[src/hw/rtl/cle_pkg.sv]
// ----------------------------------------------------------------------------
// cle_pkg - shared types and constants of the console line editor
// Byte codes, line status codes, controller states and the command and
// status groups passed between the controller and the datapath.
// ----------------------------------------------------------------------------
package cle_pkg;

   // default depth of the line store
   localparam int LINE_BYTES_DEFAULT = 32;

   // reset value of the line limit register
   localparam logic [4:0] MAX_LINE_RESET = 5'd31;

   // key and echo byte codes
   localparam logic [7:0] KEY_BS     = 8'h08;
   localparam logic [7:0] KEY_DEL    = 8'h7F;
   localparam logic [7:0] KEY_CR     = 8'h0D;
   localparam logic [7:0] KEY_CANCEL = 8'h03;
   localparam logic [7:0] KEY_ESC    = 8'h1B;
   localparam logic [7:0] CHR_BEL    = 8'h07;
   localparam logic [7:0] CHR_LF     = 8'h0A;
   localparam logic [7:0] CHR_SPACE  = 8'h20;
   localparam logic [7:0] CHR_CARET  = 8'h5E;
   localparam logic [7:0] CHR_C      = 8'h43;

   // line status codes
   localparam logic [1:0] LINE_EDIT   = 2'd0;
   localparam logic [1:0] LINE_DONE   = 2'd1;
   localparam logic [1:0] LINE_CANCEL = 2'd2;

   // class of a received byte
   typedef enum logic [2:0] {
      KIND_CR,
      KIND_CANCEL,
      KIND_ERASE,
      KIND_ESC,
      KIND_PLAIN
   } kind_type;

   // which byte an echo beat carries
   typedef enum logic [2:0] {
      ECHO_RX,
      ECHO_CR,
      ECHO_LF,
      ECHO_BS,
      ECHO_SPACE,
      ECHO_CARET,
      ECHO_C,
      ECHO_BEL
   } echo_sel_type;

   // controller states
   typedef enum logic [2:0] {
      ST_IDLE,
      ST_DECODE,
      ST_ECHO,
      ST_READ,
      ST_DRAIN
   } state_type;

   // controller to datapath
   typedef struct packed {
      logic         latch;        // take the accepted byte
      logic         emit;         // load an echo beat into the output
      echo_sel_type echo_sel;
      logic [1:0]   echo_status;
      logic         echo_last;
      logic         store;        // write byte at position, advance
      logic         pos_dec;      // step position back
      logic         pos_clear;    // empty the line
      logic         rd_start;     // read first line byte
      logic         drain_load;   // load a line byte into the output
   } cmd_type;

   // datapath to controller
   typedef struct packed {
      kind_type kind;
      logic     pos_zero;
      logic     line_full;
      logic     out_free;
      logic     drain_end;
   } stat_type;

endpackage

[src/hw/rtl/console_line_editor.sv]
// ----------------------------------------------------------------------------
// console_line_editor - canonical line input for a serial console
// Edits a console line, echoes each key and hands completed lines on.
// ----------------------------------------------------------------------------
// One received byte is taken at a time. A byte whose edit has been applied
// frees the input again. Carriage return on a line that is not empty then
// reads the line out through the single registered port of the line store,
// one byte a cycle while the result side does not stall. Each echo or line
// byte is one result beat. The line holds at most the smaller of
// max_line_length and LINE_BYTES - 1 bytes; the store needs no clearing
// after reset, so the block takes bytes from the first cycle out of reset.
// ----------------------------------------------------------------------------
module console_line_editor #(
   parameter int LINE_BYTES = cle_pkg::LINE_BYTES_DEFAULT
) (
   input  logic       clock,
   input  logic       reset,
   input  logic       req_valid,
   output logic       req_ready,
   input  logic [7:0] req_rx_byte,
   input  logic       csr_wr_en,
   input  logic [4:0] csr_wr_data,
   output logic       rsp_valid,
   input  logic       rsp_ready,
   output logic [7:0] rsp_out_byte,
   output logic       rsp_to_terminal,
   output logic [1:0] rsp_line_status,
   output logic [4:0] rsp_line_length,
   output logic       rsp_last
);

   cle_pkg::cmd_type  cmd;
   cle_pkg::stat_type stat;

   // sequencer
   cle_ctrl u_ctrl (
      .clock     (clock),
      .reset     (reset),
      .req_valid (req_valid),
      .req_ready (req_ready),
      .stat      (stat),
      .cmd       (cmd)
   );

   // store, position and output beat
   cle_datapath #(
      .LINE_BYTES (LINE_BYTES)
   ) u_datapath (
      .clock           (clock),
      .reset           (reset),
      .req_rx_byte     (req_rx_byte),
      .csr_wr_en       (csr_wr_en),
      .csr_wr_data     (csr_wr_data),
      .rsp_ready       (rsp_ready),
      .rsp_valid       (rsp_valid),
      .rsp_out_byte    (rsp_out_byte),
      .rsp_to_terminal (rsp_to_terminal),
      .rsp_line_status (rsp_line_status),
      .rsp_line_length (rsp_line_length),
      .rsp_last        (rsp_last),
      .cmd             (cmd),
      .stat            (stat)
   );

endmodule

[src/hw/rtl/cle_ctrl.sv]
// ----------------------------------------------------------------------------
// cle_ctrl - sequencer of the console line editor
// Walks the echo sequence of each byte, applies the edit at its end and
// runs the drain of a completed line.
// ----------------------------------------------------------------------------
module cle_ctrl (
   input  logic              clock,
   input  logic              reset,
   input  logic              req_valid,
   output logic              req_ready,
   input  cle_pkg::stat_type stat,
   output cle_pkg::cmd_type  cmd
);

   cle_pkg::state_type state_ff, state_in;
   logic [1:0]         step_ff, step_in;

   // echo table lookup
   cle_pkg::echo_sel_type sel;
   logic [1:0]            status;
   logic                  last;
   logic                  fin;

   // state register
   always_ff @(posedge clock) begin
      if (reset) begin
         state_ff <= cle_pkg::ST_IDLE;
         step_ff  <= 2'd0;
      end else begin
         state_ff <= state_in;
         step_ff  <= step_in;
      end
   end

   // pick the echo beat for this step
   always_comb begin
      sel    = cle_pkg::ECHO_BEL;
      status = cle_pkg::LINE_EDIT;
      last   = 1'b0;
      fin    = 1'b0;
      unique case (stat.kind)
         cle_pkg::KIND_CR: begin
            if (step_ff == 2'd0) begin
               sel = cle_pkg::ECHO_CR;
            end else begin
               sel = cle_pkg::ECHO_LF;
               fin = 1'b1;
               if (stat.pos_zero) begin
                  last   = 1'b1;
                  status = cle_pkg::LINE_DONE;
               end
            end
         end
         cle_pkg::KIND_CANCEL: begin
            unique case (step_ff)
               2'd0: sel = cle_pkg::ECHO_CARET;
               2'd1: sel = cle_pkg::ECHO_C;
               2'd2: sel = cle_pkg::ECHO_CR;
               default: begin
                  sel    = cle_pkg::ECHO_LF;
                  fin    = 1'b1;
                  last   = 1'b1;
                  status = cle_pkg::LINE_CANCEL;
               end
            endcase
         end
         cle_pkg::KIND_ERASE: begin
            if (stat.pos_zero) begin
               sel  = cle_pkg::ECHO_BEL;
               fin  = 1'b1;
               last = 1'b1;
            end else if (step_ff == 2'd1) begin
               sel = cle_pkg::ECHO_SPACE;
            end else begin
               sel = cle_pkg::ECHO_BS;
               if (step_ff == 2'd2) begin
                  fin  = 1'b1;
                  last = 1'b1;
               end
            end
         end
         cle_pkg::KIND_PLAIN: begin
            sel  = stat.line_full ? cle_pkg::ECHO_BEL : cle_pkg::ECHO_RX;
            fin  = 1'b1;
            last = 1'b1;
         end
         default: begin
            fin = 1'b1;
         end
      endcase
   end

   // next state and commands
   always_comb begin
      state_in        = state_ff;
      step_in         = step_ff;
      req_ready       = 1'b0;
      cmd             = '0;
      cmd.echo_sel    = sel;
      cmd.echo_status = status;
      cmd.echo_last   = last;
      unique case (state_ff)
         cle_pkg::ST_IDLE: begin
            req_ready = 1'b1;
            if (req_valid) begin
               cmd.latch = 1'b1;
               state_in  = cle_pkg::ST_DECODE;
            end
         end
         cle_pkg::ST_DECODE: begin
            step_in  = 2'd0;
            state_in = (stat.kind == cle_pkg::KIND_ESC) ? cle_pkg::ST_IDLE
                                                        : cle_pkg::ST_ECHO;
         end
         cle_pkg::ST_ECHO: begin
            if (stat.out_free) begin
               cmd.emit = 1'b1;
               if (fin) begin
                  step_in  = 2'd0;
                  state_in = cle_pkg::ST_IDLE;
                  // apply the edit once the echo is out
                  unique case (stat.kind)
                     cle_pkg::KIND_PLAIN:  cmd.store   = !stat.line_full;
                     cle_pkg::KIND_ERASE:  cmd.pos_dec = !stat.pos_zero;
                     cle_pkg::KIND_CANCEL: cmd.pos_clear = 1'b1;
                     cle_pkg::KIND_CR: begin
                        if (!stat.pos_zero) begin
                           state_in = cle_pkg::ST_READ;
                        end
                     end
                     default: ;
                  endcase
               end else begin
                  step_in = step_ff + 2'd1;
               end
            end
         end
         cle_pkg::ST_READ: begin
            cmd.rd_start = 1'b1;
            state_in     = cle_pkg::ST_DRAIN;
         end
         cle_pkg::ST_DRAIN: begin
            if (stat.out_free) begin
               cmd.drain_load = 1'b1;
               if (stat.drain_end) begin
                  cmd.pos_clear = 1'b1;
                  state_in      = cle_pkg::ST_IDLE;
               end
            end
         end
         default: state_in = cle_pkg::ST_IDLE;
      endcase
   end

endmodule

[src/hw/rtl/cle_datapath.sv]
// ----------------------------------------------------------------------------
// cle_datapath - line store, fill position and output register
// Holds the received byte, the edited line and the limit register, and
// forms every result beat under command of the controller.
// ----------------------------------------------------------------------------
module cle_datapath #(
   parameter int LINE_BYTES = cle_pkg::LINE_BYTES_DEFAULT
) (
   input  logic              clock,
   input  logic              reset,
   input  logic [7:0]        req_rx_byte,
   input  logic              csr_wr_en,
   input  logic [4:0]        csr_wr_data,
   input  logic              rsp_ready,
   output logic              rsp_valid,
   output logic [7:0]        rsp_out_byte,
   output logic              rsp_to_terminal,
   output logic [1:0]        rsp_line_status,
   output logic [4:0]        rsp_line_length,
   output logic              rsp_last,
   input  cle_pkg::cmd_type  cmd,
   output cle_pkg::stat_type stat
);

   localparam int         AW    = (LINE_BYTES > 1) ? $clog2(LINE_BYTES) : 1;
   localparam logic [8:0] LIMIT = 9'(LINE_BYTES - 1);

   logic [7:0] mem [LINE_BYTES];

   logic [7:0] rx_ff;
   logic [4:0] max_ff;
   logic [4:0] pos_ff, pos_in;
   logic [4:0] cnt_ff;
   logic [7:0] rd_ff;
   logic       valid_ff;
   logic [7:0] byte_ff;
   logic       term_ff;
   logic [1:0] status_ff;
   logic [4:0] len_ff;
   logic       last_ff;

   logic [5:0] cnt_next;
   logic [7:0] echo_byte;
   logic       rd_en;
   logic [AW-1:0] rd_addr;
   cle_pkg::kind_type kind;

   assign cnt_next = 6'(cnt_ff) + 6'd1;

   // classify the held byte
   always_comb begin
      priority if (rx_ff == cle_pkg::KEY_CR) begin
         kind = cle_pkg::KIND_CR;
      end else if (rx_ff == cle_pkg::KEY_CANCEL) begin
         kind = cle_pkg::KIND_CANCEL;
      end else if (rx_ff == cle_pkg::KEY_BS || rx_ff == cle_pkg::KEY_DEL) begin
         kind = cle_pkg::KIND_ERASE;
      end else if (rx_ff == cle_pkg::KEY_ESC) begin
         kind = cle_pkg::KIND_ESC;
      end else begin
         kind = cle_pkg::KIND_PLAIN;
      end
   end

   assign stat.kind      = kind;
   assign stat.pos_zero  = (pos_ff == 5'd0);
   assign stat.line_full = (pos_ff >= max_ff) || (9'(pos_ff) >= LIMIT);
   assign stat.out_free  = !valid_ff || rsp_ready;
   assign stat.drain_end = (cnt_next == 6'(pos_ff));

   // echo byte for the selected code
   always_comb begin
      unique case (cmd.echo_sel)
         cle_pkg::ECHO_RX:    echo_byte = rx_ff;
         cle_pkg::ECHO_CR:    echo_byte = cle_pkg::KEY_CR;
         cle_pkg::ECHO_LF:    echo_byte = cle_pkg::CHR_LF;
         cle_pkg::ECHO_BS:    echo_byte = cle_pkg::KEY_BS;
         cle_pkg::ECHO_SPACE: echo_byte = cle_pkg::CHR_SPACE;
         cle_pkg::ECHO_CARET: echo_byte = cle_pkg::CHR_CARET;
         cle_pkg::ECHO_C:     echo_byte = cle_pkg::CHR_C;
         default:             echo_byte = cle_pkg::CHR_BEL;
      endcase
   end

   // hold received byte
   always_ff @(posedge clock) begin
      if (cmd.latch) begin
         rx_ff <= req_rx_byte;
      end
   end

   // limit register
   always_ff @(posedge clock) begin
      if (reset) begin
         max_ff <= cle_pkg::MAX_LINE_RESET;
      end else if (csr_wr_en) begin
         max_ff <= csr_wr_data;
      end
   end

   // fill position
   always_comb begin
      priority if (cmd.pos_clear) begin
         pos_in = 5'd0;
      end else if (cmd.pos_dec) begin
         pos_in = pos_ff - 5'd1;
      end else if (cmd.store) begin
         pos_in = pos_ff + 5'd1;
      end else begin
         pos_in = pos_ff;
      end
   end

   always_ff @(posedge clock) begin
      if (reset) begin
         pos_ff <= 5'd0;
      end else begin
         pos_ff <= pos_in;
      end
   end

   // line store: write at the position, read the next drain byte ahead
   assign rd_en   = cmd.rd_start || cmd.drain_load;
   assign rd_addr = cmd.rd_start ? '0 : AW'(cnt_next);

   always_ff @(posedge clock) begin
      if (cmd.store) begin
         mem[AW'(pos_ff)] <= rx_ff;
      end
      if (rd_en) begin
         rd_ff <= mem[rd_addr];
      end
   end

   // drain index of the byte in the read register
   always_ff @(posedge clock) begin
      if (cmd.rd_start) begin
         cnt_ff <= 5'd0;
      end else if (cmd.drain_load) begin
         cnt_ff <= cnt_next[4:0];
      end
   end

   // output register
   always_ff @(posedge clock) begin
      if (reset) begin
         valid_ff <= 1'b0;
      end else if (cmd.emit || cmd.drain_load) begin
         valid_ff <= 1'b1;
      end else if (rsp_ready) begin
         valid_ff <= 1'b0;
      end
   end

   always_ff @(posedge clock) begin
      if (cmd.emit) begin
         byte_ff   <= echo_byte;
         term_ff   <= 1'b1;
         status_ff <= cmd.echo_status;
         len_ff    <= 5'd0;
         last_ff   <= cmd.echo_last;
      end else if (cmd.drain_load) begin
         byte_ff   <= rd_ff;
         term_ff   <= 1'b0;
         status_ff <= stat.drain_end ? cle_pkg::LINE_DONE : cle_pkg::LINE_EDIT;
         len_ff    <= stat.drain_end ? pos_ff : 5'd0;
         last_ff   <= stat.drain_end;
      end
   end

   assign rsp_valid       = valid_ff;
   assign rsp_out_byte    = byte_ff;
   assign rsp_to_terminal = term_ff;
   assign rsp_line_status = status_ff;
   assign rsp_line_length = len_ff;
   assign rsp_last        = last_ff;

endmodule

[config.mk]
export PLATFORM = sky130hd
export DESIGN_NAME = console_line_editor
export DESIGN_NICKNAME = d
export VERILOG_FILES = /design/src/hw/rtl/cle_pkg.sv /design/src/hw/rtl/console_line_editor.sv /design/src/hw/rtl/cle_ctrl.sv /design/src/hw/rtl/cle_datapath.sv
export SDC_FILE = /design/constraint.sdc
export NUM_CORES = 1
export LEC_CHECK = 0
export CORE_ASPECT_RATIO = 2
export CORE_MARGIN = 8
export CORE_UTILIZATION = 45
export DETAILED_ROUTE_END_ITERATION = 10
export DONT_BUFFER_PORTS = 1
export PLACE_DENSITY = 0.61
export SETUP_SLACK_MARGIN = 0.4
export SLEW_MARGIN = 20
export SYNTH_ARGS = -nofsm -noshare
export SYNTH_HDL_FRONTEND = slang
export SYNTH_SLANG_ARGS = --single-unit
[constraint.sdc]
create_clock -name clock -period 3.1 [get_ports clock]
set_input_delay 0.31 -clock clock [delete_from_list [all_inputs] [get_ports clock]]
set_output_delay 0.31 -clock clock [all_outputs]
set_load 0.01 [all_outputs]
==> impl.org <==
** Route
- After detailed routing, the number of remaining DRC violations is 0.
- Summing over every cut layer, the via total after detailed routing is 8,190.
- Dividing the detail-routed wire length by the instance count gives 24.6 µm.
- Vias per Instance :: 5.78
- DR iter-0 viols :: 599
- Aggregate routed wire length :: 34,800 µm
- In this run the remaining antenna-violating nets after routing total 0.
- The first detailed-routing pass ran for 5 iterations.

** Place
- Routability-driven placement finished with a final weighted congestion of 0.870.
- After detailed placement, the total cell area comes to 0.0144 mm².
- Dpl hpwl :: 23,900 µm
- Port Buf Inserts :: 0
- Setup slack at placement :: 0.145 ns

** Clock network
- No sink is reached through more buffers than the 3 on the longest clock path.
- Clk root buf :: sky130_fd_sc_hd__clkbuf_16
- Clock-pin slew was measured on the worst setup and hold paths at 0.07 ns.
- Clk_lat worst skew :: 0.54 ns
- For this design, the sink count on the clock tree is 310.
- TritonCTS built the clock tree.
- In this run, CTS created clock tree buffers numbering 26.
- Count of H-tree levels built during CTS :: 1

** Global route
- Entering global routing, the biggest net connects 56 pins.
- GRT Total Usage :: 0.189
- The first global-routing pass estimated 51,900 µm of wire.
- Via count of the first global-routing pass :: 8,512
- Number of antenna violations at the first check in global routing :: 0
- After global routing the overflow that remains totals 0.

** STA
- The worst path meets setup with 0.392 ns of slack.
- The max-slew violation count came to 0.
- Fin crit share :: 0.874
- Clock skew :: 0.0108 ns
- Headroom to the max-slew limit came out at 0.435.
- Final hold analysis gives a worst-case slack of 0.0159 ns.
- Setup repair after global routing missed its margin :: true
- Setup violations remaining at the end of the flow were counted as 0.
- Final Critical Period :: 2.71 ns
- Count of endpoints failing hold in the final timing report :: 0
- For this run, the top clock speed supported by timing is 0.369 GHz.
- Final setup TNS :: 0 ns
- At the pin with the least slew margin, the transition time is 0.847 ns.

** Yosys
- After synthesis the netlist holds a flip-flop and latch count of 310.
- Post-synthesis instance total :: 934
- Mean Syn Cell Area :: 14.4 µm²
- The Yosys step of the flow raised 0 warnings.
- Number of distinct standard cells referenced by the synthesized netlist :: 82
- Number of enable flip-flop cells after synthesis :: 283
- Top_reg_cell synth :: sky130_fd_sc_hd__edfxtp_1
- After synthesis the cells add up to 0.0135 mm².
- Share of synthesized area occupied by flip-flops and latches :: 0.671
- Async SR Flop Fraction :: 0

** Finish
- In the final layout, the share of cells above drive strength 1 is 0.236.
- Leaving out fill and tap cells, the most frequent cell in the layout is sky130_fd_sc_hd__edfxtp_1.
- Once layout is done, the placed cells without fillers occupy 0.0158 mm².
- 0 antenna diodes ended up in the layout.
- Compared with the post-synthesis result, the final layout area differs by 17.5%.
- For this run, the post-layout net count is 1,066.
- Leaving out fill and tap cells, the most frequent cells in the layout are sky130_fd_sc_hd__edfxtp_1 (283), sky130_fd_sc_hd__buf_4 (95), sky130_fd_sc_hd__nor2_1 (60).

** Worst setup path
- For the worst setup path, the data required time is 3.35 ns.
- Maximum fanout count along the critical path :: 8
- CP Buf/Inv Count :: 3
- The critical path goes through buf_2 -> buf_4 -> nor3_1 -> o211ai_1 -> and3_4 -> or3b_4 -> nor2_4 -> nand2_2 -> nor2_1 -> buf_4.
- Critical Path Most Common Cell :: sky130_fd_sc_hd__buf_4
- Kind of end point of the critical path :: flip-flop
- Critical-path top delay cell :: sky130_fd_sc_hd__edfxtp_1
- Cell family with the largest share of critical-path delay :: simple AND/OR/NAND/NOR gates
- STA classifies the critical path startpoint as a flip-flop.
- Setup Crit Path Kind :: reg -> reg
- Arrival time at the worst endpoint :: 2.95 ns
- In this design, the stage delay of the slowest critical-path cell is 0.47 ns.

** Floorplanning
- The initial utilization of the core area, before any placement, comes to 0.457.
- The floorplan step set the die height to 261 µm.
- Number of ports placed on the die boundary :: 37
- In this run the core area contains 89 standard-cell rows.
- Core footprint :: 0.0295 mm²
- Area of the die :: 0.0361 mm²
- The die is 138 µm wide.

** Run
- Across the run, the number of max-cap violations was 0.

** Outcome
- Result of the run :: finished clean

** Power and ir drop
- Overall power consumption after layout is estimated at 11.2 mW.
- Leakage Power :: 5.40 nW
- The worst-case IR drop observed on VDD is 0.000444 V.
- In this run the power density over the cells is 707 mW/mm².

** Min path
- The tightest min-delay check is of the in -> reg type.
-- per-layer routing --
metal  part of all wire  GRT usage  wire length (µm)  vias up
met5                  0          0                 0        -
met4              0.062      0.122              2150        0
met3              0.039     0.0231              1350       98
met2               0.55      0.362             19300      269
met1               0.34      0.189             12000     4016
li1                   -          -                 -     3807
-- cell families (layout without fill, tap and decap cells) --
family | after synthesis | count (layout) | synth area share
compound gates | 191 | 191 | 0.0968
xor+xnor | 19 | 19 | 0.0149
fa+ha+maj | 15 | 15 | 0.0145
buf+inv | 71 | 183 | 0.0244
flops | 310 | 310 | 0.671
mux | 69 | 69 | 0.0766
other cells | 1 | 8 | 0.000278
simple gates | 258 | 258 | 0.102
-- power breakdown --
part / internal, mW / leakage, nW / total, mW / switching [mW]
clock network: 1.84 / 0.411 / 3.27 / 1.43
logic: 1.25 / 2.21 / 3.19 / 1.94
registers: 4.67 / 2.78 / 4.73 / 0.0572
total: 7.77 / 5.40 / 11.2 / 3.43
-- final cells by class --
type | instances | area (µm²)
tap | 364 | 455
fill | 2332 | 13700
timing repair buffer | 121 | 1020
sequential | 310 | 9050
clock inverter | 17 | 160
clock buffer | 31 | 691
inverter | 14 | 57.6
multi-input combinational | 560 | 4400
-- flip-flops by register name (all words and copies together), names as in the netlist --
signal / cells
u_datapath.rsp_last: 1
u_datapath.rx_ff: 8
u_datapath.max_ff: 5
u_datapath.pos_ff: 5
u_datapath.rsp_line_status: 2
u_ctrl.step_ff: 2
u_datapath.mem: 256
u_ctrl.state_ff: 3
u_datapath.cnt_ff: 5
u_datapath.rsp_line_length: 5
u_datapath.rsp_out_byte: 8
u_datapath.rsp_valid: 1
u_datapath.rsp_to_terminal: 1
u_datapath.rd_ff: 8
-- worst paths after layout --
| check | startpoint | to | slack (ns) | depth (start not counted) |
|---|---|---|---|---|
| setup / recovery | u_datapath.rx_ff[2] | u_datapath.mem[21][5] | 0.39 | 10 |
| hold / removal | req_valid | u_ctrl.state_ff[0] | 0.02 | 3 |
| setup reg to reg | u_datapath.rx_ff[2] | u_datapath.mem[21][5] | 0.39 | 10 |
| hold reg to reg | u_datapath.max_ff[1] | u_datapath.max_ff[1] | 0.48 | 2 |
-- cell usage after synthesis (14+ instances only) --
cell                       instances  area share
sky130_fd_sc_hd__edfxtp_1        283        0.63
sky130_fd_sc_hd__nor2_1           78       0.022
sky130_fd_sc_hd__nand2_1          59       0.016
sky130_fd_sc_hd__o21ai_0          47       0.017
sky130_fd_sc_hd__mux2i_1          36       0.027
sky130_fd_sc_hd__o211ai_1         36       0.020
sky130_fd_sc_hd__clkbuf_1         28      0.0078
sky130_fd_sc_hd__dfxtp_1          27       0.040
sky130_fd_sc_hd__or3_1            25       0.012
sky130_fd_sc_hd__a21oi_1          21      0.0078
sky130_fd_sc_hd__nand2b_1         20      0.0093
sky130_fd_sc_hd__mux4_2           19       0.032
sky130_fd_sc_hd__o221ai_1         18       0.012
sky130_fd_sc_hd__nand3_1          17      0.0063
sky130_fd_sc_hd__a22oi_1          16      0.0089
sky130_fd_sc_hd__buf_2            16      0.0059
sky130_fd_sc_hd__a31oi_1          14      0.0065
sky130_fd_sc_hd__ha_1             14       0.013
sky130_fd_sc_hd__inv_1            14      0.0039
-- tightest hold or removal path, stage by stage --
cell and delay (ns):
sky130_fd_sc_hd__nand2_1 0.03, sky130_fd_sc_hd__o21ai_0 0.05, sky130_fd_sc_hd__and3_1 0.14
-- what timing repair did --
item / CTS / global route
resized for setup: 21 / 28
endpoints found under the hold margin: 22 / 0
setup buffers: 12 / 22
pin swaps: 14 / 13
hold buffers: 15 / 0
setup endpoints to repair: 261 / 266
-- metrics by stage --
step,cells,util
floorplan,941,-
global placement,1320,0.487
detailed placement,1320,0.487
CTS,1395,0.527
global route,1417,0.537
finish,1417,0.537
(Power assumes the default switching activity.)
